$ cat config.mk
export PLATFORM = sky130hd
export DESIGN_NAME = ssl_fifo
export DESIGN_NICKNAME = d
export VERILOG_FILES = /design/src/ssl_fifo.sv
export SDC_FILE = /design/constraint.sdc
export NUM_CORES = 1
export LEC_CHECK = 0
export BUFFER_PORTS_ARGS = -buffer_cell sky130_fd_sc_hd__buf_2
export CAP_MARGIN = 10
export CORE_ASPECT_RATIO = 1.1
export CORE_MARGIN = 3
export CORE_UTILIZATION = 49
export DETAILED_ROUTE_END_ITERATION = 10
export PLACE_DENSITY_LB_ADDON = 0.25
export SLEW_MARGIN = 10
export SYNTH_ARGS = -nofsm -noshare
export SYNTH_HDL_FRONTEND = slang
export SYNTH_SLANG_ARGS = --single-unit
$ cat constraint.sdc
create_clock -name clk_i -period 1.7 [get_ports clk_i]
set_input_delay 0.255 -clock clk_i [delete_from_list [all_inputs] [get_ports clk_i]]
set_output_delay 0.255 -clock clk_i [all_outputs]
set_load 0.05 [all_outputs]
$ cat src/ssl_fifo.sv
// two entry queue between front and back
module ssl_fifo #(
  parameter int unsigned WIDTH = 8
) (
  input  logic             clk_i,
  input  logic             rst_ni,
  input  logic             push_i,
  input  logic [WIDTH-1:0] wdata_i,
  output logic             full_o,
  input  logic             pop_i,
  output logic             valid_o,
  output logic [WIDTH-1:0] rdata_o
);
  logic [WIDTH-1:0] ent_q [2];
  logic             wr_ptr_q, wr_ptr_d;
  logic             rd_ptr_q, rd_ptr_d;
  logic [1:0]       cnt_q, cnt_d;

  assign full_o  = (cnt_q == 2'd2);
  assign valid_o = (cnt_q != 2'd0);
  assign rdata_o = ent_q[rd_ptr_q];

  always_comb begin
    wr_ptr_d = push_i ? ~wr_ptr_q : wr_ptr_q;
    rd_ptr_d = pop_i  ? ~rd_ptr_q : rd_ptr_q;
    cnt_d    = cnt_q;
    if (push_i && !pop_i) begin
      cnt_d = cnt_q + 2'd1;
    end else if (pop_i && !push_i) begin
      cnt_d = cnt_q - 2'd1;
    end
  end

  always_ff @(posedge clk_i or negedge rst_ni) begin
    if (!rst_ni) begin
      wr_ptr_q <= 1'b0;
      rd_ptr_q <= 1'b0;
      cnt_q    <= 2'd0;
    end else begin
      wr_ptr_q <= wr_ptr_d;
      rd_ptr_q <= rd_ptr_d;
      cnt_q    <= cnt_d;
    end
  end

  always_ff @(posedge clk_i) begin
    if (push_i) begin
      ent_q[wr_ptr_q] <= wdata_i;
    end
  end
endmodule

==> results.toml, run 1 <==
[critical_path]
cp_max_fo = 9
slowest_delay_ns = 0.54
crit_arrival_ns = 1.37
crit_family = "flip-flops"
start_kind = "flip-flop"
cp_data_required_time_ns = 1.44
worstPathCellList = "mux2_4, buf_2"
critPathKind = "flip-flop to primary output"
critPathSlowestCell = "dfrtp_2"
cp-end-kind = "primary output"
crit_buf_inv = 1

[synth]
synth_top_area_share_pct = 59.8
yosys.cell_types.count = 13
synth_area_leaders = "edfxtp_1, mux2_4, dfrtp_1"
ys_ff_latch = 20
synth_cells = 41
yosysTopAreaCell = "edfxtp_1"
synthesis.nets = 54
ys_seq_area_share_pct = 72.3
avgSynthCellArea_um2 = 19.6
yosysWarnings = 0
syn_area_um2 = 803

[timing]
finalSetupViolations = 0
timing.final.ws_setup_ns = 0.0787
fmax_ghz = 0.617
fin_crit_ns = 1.62
timing.final.crit_share_pct = 95.4
slew_headroom_pct = 74.6
clock_skew_ns = 0.00678
fin_setup_tns_ns = 0
hold_viol_final = 0
tightestPinTransition_ns = 0.381
rsz0062_at_grt = "no"
hold_slack_ns = 0.140
maxSlewViolCount = 0

[finish]
layout-drive-gt1-share_pct = 53.7
design_area_um2 = 988
antenna_cells = 0
area_delta_synth_final_pct = 23.1
final_nets = 81

[global_routing]
grt_pass1_vias = 385
grt_usage_pct = 11.3
gr-total-overflow = 0
antenna_found_initial = 0
grt_max_degree = 13
grt_pass1_wl_mm = 1.68

[drt]
wl_mm = 1.05
drt_iter0_drc = 0
postRouteAntennaNets = 0
wl_per_cell_um = 12.6
via_count = 401
drc = 0
dr.pass1.iters = 1
routed_via_density = 4.83

[floorplan]
die_x_um = 44.6
io-pin-count = 22
die_y_um = 48.5
design.core.area_mm2 = 0.00145
rows = 14
start_util_pct = 55.2
fp.dieArea_mm2 = 0.00216

[clocking]
cts_tree = "done"
tritoncts.num_buffers = 3
cts_max_level = 1
cts.sinks = 20
post_cts_buffers = 0
clock_latency_ns = 0.29
path_clk_slew_ns = 0.11
cts-root-buf = "clkbuf_4"
clockBufferDepth = 2

[power]
clkPwrFrac_pct = 19.3
p_per_area_mw_per_mm2 = 1960
power_frac_seq_pct = 40.2
swShare_pct = 38.7
combPwrFrac_pct = 40.5
power.leakage_nw = 0.429
vdd_drop_max_v = 0.00129
p_switching_w = 0.000749
p_int_w = 0.00118

[placement]
place_area_um2 = 925
dpl.hpwl_um = 830
gp_congestion = 0.595
portBuffers = 21
dp_slack_ns = 0.253

[worst_hold_path]
hold_class = "primary input to flip-flop"

[status]
outcome = "completed"

[run]
cap_viol_max_count = 0
flip-flops by register name, indices dropped and copies added (netlist names):
register and cells:
cnt_q 2, rd_ptr_q 1, ent_q 16, wr_ptr_q 1
layer usage:
metal,GRT usage [%],share of wire [%],up-vias
met5,0,0,-
met4,7.54,2.0,0
met2,19.1,55,17
li1,-,-,200
met1,12.0,36,180
met3,2.22,7.1,4
logic make-up (layout without fill, tap and decap cells):
group / Yosys count / after routing / synth area share (%)
buffers and inverters: 2 / 28 / 1.87
AND/OR/NAND/NOR: 5 / 5 / 3.90
multiplexers: 8 / 8 / 15.0
flip-flops: 20 / 20 / 72.3
XOR/XNOR: 5 / 5 / 5.45
adder cells (fa/ha/maj): 1 / 1 / 1.56
stage by stage:
stage	total power, W	utilization (%)	instances
global route	0.00202	68.0	83
finish	0.00193	68.0	83
floorplan	0.00144	-	41
CTS	0.00195	68.0	83
detailed placement	0.00158	63.6	78
global placement	0.00156	63.6	78
synthesized netlist by cell type, drive strengths merged:
library cell  number
and2               1
and2b              1
buf                1
dfrtp              4
edfxtp            16
ha                 1
inv                1
mux2               8
nor2               1
nor2b              1
or2                1
xnor2              1
xor2               4
repair_timing:
| action | in CTS | in global routing |
|---|---|---|
| hold buffers | 1 | 0 |
| hold endpoints to repair | 4 | 0 |
| endpoints found under the setup margin | 8 | 0 |
| resized for setup | 1 | 0 |
cell usage in the layout (no fill, tap or decap), drive strengths merged:
master	netlist	layout
and2b	1	1
edfxtp	16	16
inv	1	1
buf	1	22
ha	1	1
mux2	8	8
and2	1	1
nor2b	1	1
bufinv	0	1
xor2	4	4
dlygate4sd3	0	1
xnor2	1	1
clkbuf	0	3
or2	1	1
dfrtp	4	4
nor2	1	1
power by group through the flow:
stage	combinational [W]	clock [W]	sequential, W
6_report	0.000782	0.000374	0.000777
3_3_place_gp	0.000778	0	0.000778
2_1_floorplan	0.000720	0	0.000720
4_1_cts	0.000789	0.000383	0.000781
3_5_place_dp	0.000785	0	0.000790
5_1_grt	0.000815	0.000409	0.000800
worst register-to-register path, stage by stage, from the launching register on:
cell and delay [ns]:
dfrtp_1 0.41, nor2b_1 0.26, buf_4 0.21
cell type report:
cell class	instances	area [um2]
clock buffer	3	22.5
clock inverter	1	30.0
fill	101	465
inverter	1	3.75
multi-input combinational	19	208
sequential	20	582
tap	16	20.0
timing repair buffer	23	123
final timing paths:
kind	from	to	slack [ns]	depth (start not counted)
hold / removal	wdata_i[6]	ent_q[0][6]	0.14	1
min in group asynchronous	rst_ni	wr_ptr_q	0.27	2
hold reg to reg	wr_ptr_q	wr_ptr_q	0.49	1
setup / recovery	rd_ptr_q	rdata_o[3]	0.08	2
setup reg to reg	wr_ptr_q	ent_q[0][5]	0.54	2
max in group asynchronous	rst_ni	rd_ptr_q	1.29	2
Power figures use the tool's default switching activity.
==> inputs of run 2 (changes only) <==
- CORE_UTILIZATION: 49 -> 44
- MAX_ROUTING_LAYER: unset -> met4
- clock period: 1.7 -> 1.35 ns (I/O delays scaled with it)
==> results.toml, run 2 (same netlist as run 1, synthesis figures left out) <==
[floorplan]
fp.dieArea_mm2 = 0.00237
die_x_um = 46.7
rows = 15
die_y_um = 50.8
start_util_pct = 48.6
io-pin-count = 22
design.core.area_mm2 = 0.00165

[finish]
final_nets = 87
final_util_pct = 66.1
largest_reg_flops = 16
top_register = "ent_q"
layout-drive-gt1-share_pct = 57.5
largest_registers = "ent_q: 16 flops, cnt_q: 2 flops"
area_delta_synth_final_pct = 36.0
fillCellCount = 123
design_area_mm2 = 0.00109
final_common_cell = "edfxtp_1"
antenna_cells = 0
final_cell_mix = "edfxtp_1, buf_2, buf_6, mux2_4, buf_4"

[drt]
drc = 0
dr.pass1.iters = 3
postRouteAntennaNets = 0
drt_iter0_drc = 3
wl_mm = 1.12
routed_via_density = 4.70
via_count = 423
wl_per_cell_um = 12.5

[clocking]
cts_tree = "done"
cts-root-buf = "clkbuf_4"
path_clk_slew_ns = 0.10
clock_latency_ns = 0.29
tritoncts.num_buffers = 3
clockBufferDepth = 2
cts.sinks = 20
cts_max_level = 1

[timing]
rsz0062_at_grt = "yes"
fmax_ghz = 0.655
clock_skew_ns = 0.000318
finalSetupViolations = 8
slew_headroom_pct = 74.9
hold_viol_final = 0
timing.final.crit_share_pct = 113
timing.final.ws_setup_ns = -0.178
tightestPinTransition_ns = 0.377
maxSlewViolCount = 0
fin_crit_ns = 1.53

[critical_path]
worstPathCellList = "buf_6, mux2_4, buf_8"
crit_buf_inv = 2
rr_startpoint = "cnt_q[0]"
r2r-end = "cnt_q[1]"
cp-end-kind = "primary output"
r2r_setup_slack_ns = 0.18
critPathKind = "flip-flop to primary output"
slowest_delay_ns = 0.43
cp_max_fo = 5
cp_data_required_time_ns = 1.15
r2r_cells = 5
critPathSlowestCell = "dfrtp_2"
crit_family = "flip-flops"
start_kind = "flip-flop"
crit_arrival_ns = 1.33

[global_routing]
grt_max_degree = 12
grt_pass1_vias = 421
antenna_found_initial = 0
grt_usage_pct = 11.8
grt_pass1_wl_mm = 1.86
gr-total-overflow = 0

[worst_hold_path]
min_path_cells = 2
hold_class = "primary input to flip-flop"
hold_end = "rd_ptr_q"
worstHoldStart = "pop_i"

[placement]
gp_congestion = 0.597
dpl.hpwl_um = 751
portBuffers = 21
place_area_um2 = 926

[power]
power_w = 0.00265
p_per_area_mw_per_mm2 = 2430
power.leakage_nw = 0.476
vdd_drop_max_v = 0.00140

[status]
violations = "setup timing"
outcome = "complete, but fails checks"

[run]
cap_viol_max_count = 0
[run 2: how the worst max path moves through the flow]
stage                         from     endpoint  cells after the start
after CTS                 rd_ptr_q   rdata_o[3]                      3
after floorplan           wr_ptr_q  ent_q[0][0]                      1
final                     rd_ptr_q   rdata_o[3]                      3
after global placement    rd_ptr_q   rdata_o[3]                      2
after global routing      rd_ptr_q   rdata_o[3]                      3
after detailed placement  rd_ptr_q   rdata_o[3]                      2
[run 2: through the flow]
step,TNS [ns],hold slack (ns),cells,worst slack [ns]
2_1_floorplan,0,-0.0931,41,0.188
3_3_place_gp,-0.311,0.0152,79,-0.0427
3_5_place_dp,-0.304,0.0165,79,-0.0433
4_1_cts,-1.32,0.0824,88,-0.178
5_1_grt,-1.80,0.0685,90,-0.240
6_report,-1.30,0.0931,90,-0.178
[run 2: final cells by class]
type                    instances  area, um2  share of cell area [%]
multi-input cells              19        208                    19.0
flip-flops and latches         20        582                    53.3
repair buffers                 29        241                    22.1
clock buffers                   4       36.3                    3.32
inverters                       1       3.75                   0.344
well taps                      17       21.3                    1.95
[run 2: per-layer routing]
metal	wire length, um	vias to the layer above	global-route usage (%)
li1	-	211	-
met4	9	0	6.91
met3	65	2	4.23
met5	0	-	-
met2	566	15	16.3
met1	483	195	14.7
[run 2: where the power goes]
group | internal, W | switching [W] | leakage (nW) | total (W)
registers | 0.000841 | 0.0000662 | 0.196 | 0.000908
clock network | 0.000164 | 0.000163 | 0.0210 | 0.000327
logic | 0.000649 | 0.000771 | 0.259 | 0.00142
total | 0.00165 | 0.00100 | 0.476 | 0.00265
[run 2: repair_timing]
item | 4_1_cts | 5_1_grt
pin swaps | 0 | 1
hold buffers | 1 | 0
endpoints found under the setup margin | 10 | 10
resized for setup | 23 | 3
cloned | 0 | 0
setup buffers | 4 | 2
hold endpoints to repair | 4 | 0
[run 2: worst register-to-register path, stage by stage, from the launching register on]
cell     delay, ns
dfrtp_1       0.41
buf_4         0.14
buf_4         0.13
xor2_1        0.15
nor2_1        0.12
xor2_1        0.16
==> inputs of run 3 (changes only) <==
- clock period: 1.35 -> 1.4 ns (I/O delays scaled with it)
==> results.toml, run 3 (same netlist as run 1, synthesis figures left out) <==
[power]
power.leakage_nw = 0.476
combPwrFrac_pct = 49.6
swShare_pct = 36.2
power_frac_seq_pct = 33.2
clkPwrFrac_pct = 17.2
p_switching_w = 0.000955
p_per_area_mw_per_mm2 = 2420
p_int_w = 0.00169
vdd_drop_max_v = 0.00142

[status]
violations = "setup timing"
outcome = "complete, but fails checks"

[critical_path]
crit_arrival_ns = 1.30
rr_startpoint = "wr_ptr_q"
start_kind = "flip-flop"
cp-end-kind = "primary output"
critPathKind = "flip-flop to primary output"
critPathSlowestCell = "dfrtp_1"
slowest_delay_ns = 0.41
worstPathCellList = "buf_6, mux2_4, buf_6"
cp_data_required_time_ns = 1.19
cp_common_cell = "buf_6"
crit_family = "flip-flops"
critPathLaunch = "rd_ptr_q"
crit_buf_inv = 2
cp_max_fo = 6

[clocking]
clockBufferDepth = 2
cts_tree = "done"
path_clk_slew_ns = 0.11
cts.sinks = 20
tritoncts.num_buffers = 3
clock_latency_ns = 0.29
cts_max_level = 1
cts-root-buf = "clkbuf_4"

[finish]
fillCellCount = 122
area_delta_synth_final_pct = 36.0
largest_registers = "ent_q: 16 flops, cnt_q: 2 flops"
final_cell_mix = "edfxtp_1, buf_2, buf_6, mux2_4, buf_4"
final_util_pct = 66.1
antenna_cells = 0
largest_reg_flops = 16
top_register = "ent_q"
final_common_cell = "edfxtp_1"
layout-drive-gt1-share_pct = 55.6
final_nets = 86

[timing]
slew_headroom_pct = 73.3
fmax_ghz = 0.662
timing.final.ws_setup_ns = -0.111
hold_viol_final = 0
hold_slack_ns = 0.0963
rsz0062_at_grt = "yes"
maxSlewViolCount = 0
finalSetupViolations = 8
fin_crit_ns = 1.51
timing.final.crit_share_pct = 108
fin_setup_tns_ns = -0.847
tightestPinTransition_ns = 0.401
clock_skew_ns = 0.00639

[global_routing]
grt_pass1_wl_mm = 1.81
antenna_found_initial = 0
grt_usage_pct = 11.7
grt_max_degree = 13
grt_pass1_vias = 438
gr-total-overflow = 0

[drt]
highest_layer = "met4"
drc = 0
wl_mm = 1.11
m1WireLength_um = 452
dr.pass1.iters = 2
drt_iter0_drc = 8
routed_via_density = 4.78
via_count = 425
wl_met2_um = 572
wl_per_cell_um = 12.4
postRouteAntennaNets = 0
wl_met3_um = 71

[placement]
portBuffers = 21
dp_slack_ns = 0.154
gp_congestion = 0.590
dpl.hpwl_um = 778

[floorplan]
die_x_um = 46.7
start_util_pct = 48.6
design.core.area_mm2 = 0.00165
io-pin-count = 22
die_y_um = 50.8
rows = 15
fp.dieArea_mm2 = 0.00237

[worst_hold_path]
hold_class = "primary input to flip-flop"
worstHoldStart = "wdata_i[5]"

[run]
cap_viol_max_count = 0
[run 3: cell count changes in the layout (fill, tap and decap cells not counted)]
cell,previous run,this run
buf_8,2,1
bufinv_16,0,1
clkbuf_8,1,0
dfrtp_1,3,4
dfrtp_2,1,0
[run 3: layer usage]
layer | track usage (%) | vias to the layer above
met4 | 8.29 | 0
met5 | - | -
met3 | 3.17 | 2
li1 | - | 210
met2 | 17.4 | 15
met1 | 13.4 | 198
[run 3: through the flow]
step / area (um2) / power [W] / cells
after floorplan: 803 / 0.00175 / 41
after global placement: 941 / 0.00193 / 81
after detailed placement: 941 / 0.00195 / 81
after CTS: 1070 / 0.00259 / 86
after global routing: 1090 / 0.00276 / 89
final: 1090 / 0.00264 / 89
[run 3: area by class of cell]
cell class              instances  area, um2  share of cell area (%)
clock buffers                   3       22.5                    2.06
multi-input cells              19        208                    19.0
flip-flops and latches         20        581                    53.1
inverters                       1       3.75                   0.344
repair buffers                 28        226                    20.7
clock inverters                 1       30.0                    2.75
well taps                      17       21.3                    1.95
[run 3: what timing repair did]
action,4_1_cts,5_1_grt
setup buffers,0,3
endpoints found under the hold margin,4,0
hold buffers,1,0
gates resized for setup,20,2
setup endpoints to repair,9,10
[run 3: worst paths after layout]
check / to / slack, ns / cells past startpoint
min in group asynchronous: wr_ptr_q / 0.24 / 2
hold / removal: ent_q[1][5] / 0.1 / 1
max in group asynchronous: cnt_q[1] / 1.03 / 2
hold reg to reg: wr_ptr_q / 0.49 / 1
setup reg to reg: ent_q[1][1] / 0.30 / 1
setup / recovery: rdata_o[2] / -0.11 / 3
[run 3: power by group through the flow]
| stage | clock network, W | registers (W) | logic [W] |
|---|---|---|---|
| after floorplan | 0 | 0.000875 | 0.000874 |
| after global placement | 0 | 0.000887 | 0.00105 |
| after detailed placement | 0 | 0.000892 | 0.00106 |
| after CTS | 0.000465 | 0.000884 | 0.00124 |
| after global routing | 0.000494 | 0.000897 | 0.00137 |
| final | 0.000454 | 0.000878 | 0.00131 |
